===== config.mk =====
export PLATFORM = sky130hd
export DESIGN_NAME = ftt_queue
export DESIGN_NICKNAME = d
export VERILOG_FILES = /design/src/sv/ftt_pkg.sv /design/src/sv/ftt_queue.sv
export SDC_FILE = /design/constraint.sdc
export NUM_CORES = 1
export LEC_CHECK = 0
export BUFFER_PORTS_ARGS = -buffer_cell sky130_fd_sc_hd__buf_2
export CAP_MARGIN = 20
export CORE_MARGIN = 10
export CORE_UTILIZATION = 25
export CTS_BUF_LIST = sky130_fd_sc_hd__clkbuf_8 sky130_fd_sc_hd__clkbuf_16
export DETAILED_ROUTE_END_ITERATION = 8
export GPL_TIMING_DRIVEN = 0
export PLACE_DENSITY = 0.41
export REMOVE_ABC_BUFFERS = 1
export SLEW_MARGIN = 0
export SYNTH_ARGS = -nofsm -noshare
export SYNTH_HDL_FRONTEND = slang
export SYNTH_SLANG_ARGS = --single-unit

===== constraint.sdc =====
create_clock -name aclk -period 3.3 [get_ports aclk]
set_input_delay 0.66 -clock aclk [delete_from_list [all_inputs] [get_ports aclk]]
set_output_delay 0.66 -clock aclk [all_outputs]
set_load 0.03 [all_outputs]

===== src/sv/ftt_pkg.sv =====
// Shared types and constants for the flow table tracker.
`default_nettype none
package ftt_pkg;
    // table depth, a power of two so the home slot is the low key bits
    localparam int TABLE_SIZE = 1024;

    localparam logic [7:0] PROTO_TCP = 8'd6;
    localparam logic [7:0] PROTO_UDP = 8'd17;
    localparam logic [15:0] COUNT_MAX = 16'hFFFF;
    localparam logic [15:0] THRESHOLD_RESET = 16'd16;

    localparam logic [1:0] ST_COUNTED = 2'd0;
    localparam logic [1:0] ST_REPORT  = 2'd1;
    localparam logic [1:0] ST_IGNORED = 2'd2;
    localparam logic [1:0] ST_FULL    = 2'd3;

    // classified packet handed from front to back
    typedef struct packed {
        logic        ignored;
        logic [31:0] key;
        logic [31:0] src_ip;
    } ftt_job_t;

    typedef struct packed {
        logic [1:0]  status;
        logic [9:0]  slot;
        logic        is_forward;
        logic        new_flow;
        logic [15:0] total_count;
        logic [15:0] forward_count;
        logic [15:0] backward_count;
    } ftt_result_t;

    function automatic logic [15:0] count_up(input logic [15:0] v);
        count_up = (v == COUNT_MAX) ? COUNT_MAX : v + 16'd1;
    endfunction
endpackage
`default_nettype wire


===== src/sv/ftt_queue.sv =====
// Short queue between the front end and the table engine.
`default_nettype none
module ftt_queue
    import ftt_pkg::*;
(
    input  wire logic     aclk,
    input  wire logic     aresetn,
    input  wire logic     wr_valid,
    output logic          wr_ready,
    input  wire ftt_job_t wr_data,
    output logic          rd_valid,
    input  wire logic     rd_ready,
    output ftt_job_t      rd_data
);
    ftt_job_t   mem_reg [4];
    logic [1:0] wp_reg, rp_reg;
    logic [2:0] cnt_reg;
    logic wr, rd;

    assign wr_ready = cnt_reg != 3'd4;
    assign rd_valid = cnt_reg != 3'd0;
    assign rd_data  = mem_reg[rp_reg];
    assign wr = wr_valid && wr_ready;
    assign rd = rd_valid && rd_ready;

    always_ff @(posedge aclk) begin
        if (wr) mem_reg[wp_reg] <= wr_data;
        if (!aresetn) begin
            wp_reg <= '0; rp_reg <= '0; cnt_reg <= '0;
        end else begin
            if (wr) wp_reg <= wp_reg + 2'd1;
            if (rd) rp_reg <= rp_reg + 2'd1;
            cnt_reg <= cnt_reg + 3'(wr) - 3'(rd);
        end
    end

`ifndef NO_ASSERTIONS
    a_no_over: assert property (@(posedge aclk) disable iff (!aresetn)
        cnt_reg <= 3'd4) else $error("queue overflow");
    a_cnt: assert property (@(posedge aclk) disable iff (!aresetn)
        (wr && !rd) |=> cnt_reg == $past(cnt_reg) + 3'd1) else $error("queue count");
    a_empty: assert property (@(posedge aclk) disable iff (!aresetn)
        (cnt_reg == 3'd0) |-> !rd) else $error("read empty");
`endif
endmodule
`default_nettype wire


Word-level counts from Yosys, hierarchy flattened
Memories as Yosys holds them, arrays and structs flattened. A register that Yosys moved wholly into a read port is not among the register bits.
Index checks and enable logic that the tools add are counted.

storage, ports and cells
  input bits = 69
  RAM bits = 260
  flip-flop bits (word level) = 7
  bits in read-only memories = 0
  output and inout port bits = 67
  bits in latches = 0
  word-level logic and storage cells = 16
  memories kept = 1

operators by class
  div/mod/pow operators = 0
  bitwise gates (word level) = 0
  $add $sub $neg = 4
  equal/unequal tests = 1
  multiplexer cells = 4
  magnitude comparators = 0
  multipliers = 0
  shift operators = 0
  reductions and logical operators = 3

memory list
  name     words  bits a word  read ports  clocked after Yosys merged registers in  write ports  RTL line         text
  mem_reg  4      65           1           1                                        1            ftt_queue.sv:15  ftt_job_t mem_reg [4];

operators with widths
  operator                                                        count
  2-bit by 1-bit adder with 2-bit output (second input constant)  2
  2-bit 2-to-1 mux                                                2
  3-bit by 1-bit adder with 3-bit output                          1
  3-bit inequality test (second input constant)                   1
  3-bit nonzero test                                              1
  3-bit by 1-bit subtractor with 3-bit output                     1
  1-bit logical AND                                               2
  1-bit 2-to-1 mux                                                2

Logic depth before layout (Yosys ltp)
  word-level depth = 4
  gate-level depth with buffers = 11
  gate-level depth less buffers = 11

Worst setup path after synthesis
Ideal clock, no wire load.

  kind = input-to-reg
  start point = input wr_valid
  end point = memory mem_reg[2][0] (netlist bit), enable pin
  data arrival time = 2.625 ns
  setup slack = 0.245 ns
  setup time = 0.430 ns
  required time = 2.870 ns
  cell stages on the path = 2
  path buffers = 0
  cells stage by stage = a21boi_1 and2_1

between the ends
  word-level cells in the longest chain between the ends = 3

RTL lines
  what                                    RTL line         text
  start, declared                         ftt_queue.sv:8   input wire logic wr_valid,
  1-bit logical AND                       ftt_queue.sv:23  assign wr = wr_valid && wr_ready;
  1-bit 2-to-1 mux                        ftt_queue.sv:27  if (wr) mem_reg[wp_reg] <= wr_data;
  1-bit 2-to-1 mux (implied by the code)  ftt_queue.sv:27
  end, declared                           ftt_queue.sv:15

Every way passes these cells.

==> run summary <==
HP Start -> wr_data[1]
Hold WC Path Type -> primary input to register
Cell variety after synth -> 21
CP Max Fanout -> 35
First-pass GRT wire length -> 32300 um
Clock slew at reported path FFs -> 0.06 ns
Skew final -> 0.0182 ns
Worst Setup End Kind -> output pin
Initial Utilization -> 25.4%
Synth area leader -> edfxtp_1
Minimum clock period -> 2.99 ns
Layout area overhead -> 23.0%
DR WL/cell -> 19.8 um
Avg Inst Size Synth -> 25.6 um2
Seq/Total Area, Yosys -> 80.7%
Worst rel slew slack -> 55.3%
Final nets -> 622
I/O pin count -> 136
Initial antenna violation count -> 1
Clock Latency Late Sink -> 0.55 ns
Height of the die -> 219 um
Syn Std Cell Area -> 9890 um2
Antenna Nets Post-Route -> 0
Post-synth top area share -> 78.9%
Fin cells -> 1087
Status -> finished, final reports clean
Yosys warnings -> 0
Pin count of the biggest net entering global routing -> 41
Placed Instance Area -> 11200 um2
Pre-antenna DRT Iters -> 4
I/O Buffers -> 135
Max FFs per register -> 260
Crit path DAT -> 2.33 ns
GRT Util Overall -> 8.90%
Final slew viol count -> 0
Vias per cell -> 4.10
Cts repair resizes -> 0
Sink Count -> 269
DP Worst Slack -> 0.317 ns
CTS tree -> done
Detailed-route DRC error count -> 0
FP Rows -> 72
Final instance area -> 12200 um2
RSZ-0062 raised after global routing -> false
Largest family of logic cells by synthesized area -> multiplexers
Number of global-route vias before repair -> 5135
WHS -> 0.325 ns
Vias -> 4461
Xor/xnor share of the synthesized area -> 0.354%
Fmax -> 0.334 GHz
RePlAce Congestion -> 0.683
Worst setup margin -> 0.305 ns
H-tree levels -> 1
Worst Max-Slew Pin Slew -> 0.669 ns
Cells after Synth -> 387
Root Buffer Master -> clkbuf_16
Die area -> 47900 um2
# Max-Cap Violations -> 0
Reg-to-reg startpoint -> cnt_reg[1]
Final HPWL DP -> 12700 um
Simple-gate share of the synthesized area -> 0.923%
Fin util -> 31.3%
Synth Register Bits -> 269
Total Wirelength -> 21500 um
Max clock buf depth -> 3
Static Leakage -> 4.03 nW
Final setup vio count -> 0
Post-synthesis mux area share -> 15.0%
Peak supply drop -> 453 uV
DRT iter0 DRCs -> 170
Overflow after GRT -> 0
Worst setup path category -> register to output pin
Startpoint types -> register
Period utilization -> 90.8%
Pwr Density -> 814 nW/um2
Core ar. -> 38900 um2
Req. time, crit path -> 2.64 ns
Die Span X -> 219 um
Synth Area in Adders -> 0.961%
Total negative slack -> 0 ns
Total power -> 9.91 mW
Num CTS Buffers -> 30
Layout cell share with drive strength beyond 1 -> 45.1%
DP Cell Count -> 1031
Top post-synthesis cells by area -> edfxtp_1 79%, mux4_2 15%, dfxtp_1 1.8%
Hold Fails Final Rpt -> 0
Compound-Gate Fraction of Synth Area -> 0.253%
[kinds of logic (layout without fill, tap and decap cells)]
| logic type | after synthesis | after routing |
|---|---|---|
| AO/OA/AOI/OAI | 3 | 3 |
| XOR/XNOR | 4 | 4 |
| multiplexers | 67 | 67 |
| buffers and inverters | 20 | 201 |
| adder cells (fa/ha/maj) | 7 | 7 |
| other | 0 | 1 |
| AND/OR/NAND/NOR | 17 | 17 |
| flip-flops | 269 | 269 |
[cell usage after synthesis]
| cell type | instances |
|---|---|
| nor2_1 | 1 |
| buf_6 | 1 |
| inv_1 | 5 |
| mux4_2 | 65 |
| o311ai_1 | 1 |
| a21boi_1 | 1 |
| buf_4 | 1 |
| fa_1 | 1 |
| buf_12 | 5 |
| o31a_1 | 1 |
| buf_2 | 6 |
| edfxtp_1 | 260 |
| nand2_1 | 5 |
| or3_1 | 1 |
| nor2b_1 | 3 |
| dfxtp_1 | 9 |
| xnor2_1 | 4 |
| mux2i_1 | 2 |
| and2_1 | 7 |
| clkbuf_1 | 2 |
| ha_1 | 6 |
[worst paths after layout]
check / to / slack (ns) / depth (start not counted)
max: rd_data[23] / 0.31 / 3
min: mem_reg[3][1] / 0.33 / 1
max reg2reg: cnt_reg[2] / 0.57 / 11
min reg2reg: wp_reg[0] / 0.52 / 2
[worst max-delay path: stages (launching register included)]
cell,delay [ns]
dfxtp_4,0.61
buf_16,0.33
mux4_2,0.58
buf_2,0.20
[power breakdown]
part | internal, mW | leakage, nW | switching (mW)
sequential | 4.14 | 2.46 | 0.184
combinational | 0.979 | 1.09 | 1.57
clock | 1.76 | 0.483 | 1.27
[cells in the final DEF, fill, tap and decap left out, drive strengths merged, types with 2 or more instances in the layout]
master / instances
and2: 7
mux2i: 2
ha: 6
buf: 142
nor2b: 3
edfxtp: 260
clkbuf: 31
clkinv: 15
mux4: 65
inv: 12
xnor2: 4
nand2: 5
dfxtp: 9
[final cells by class]
type	instances	area, um2
diodes	1	2.50
clock buffers	31	776
clock inverters	23	130
fillers	3794	26700
inverters	5	18.8
multi-input cells	98	1740
flip-flops and latches	269	8000
well taps	518	648
repair buffers	142	861
[what timing repair did]
action	CTS	global route
buffers inserted	1	0
setup endpoints to repair	17	0
hold buffers	0	0
[metal layers]
metal,share of wire [%],global-route usage [%],vias up
met3,6.2,2.86,33
li1,-,-,1972
met5,0,0,-
met1,43,10.9,2347
met2,49,14.9,109
met4,2.2,2.39,0
(Power assumes the default switching activity.)
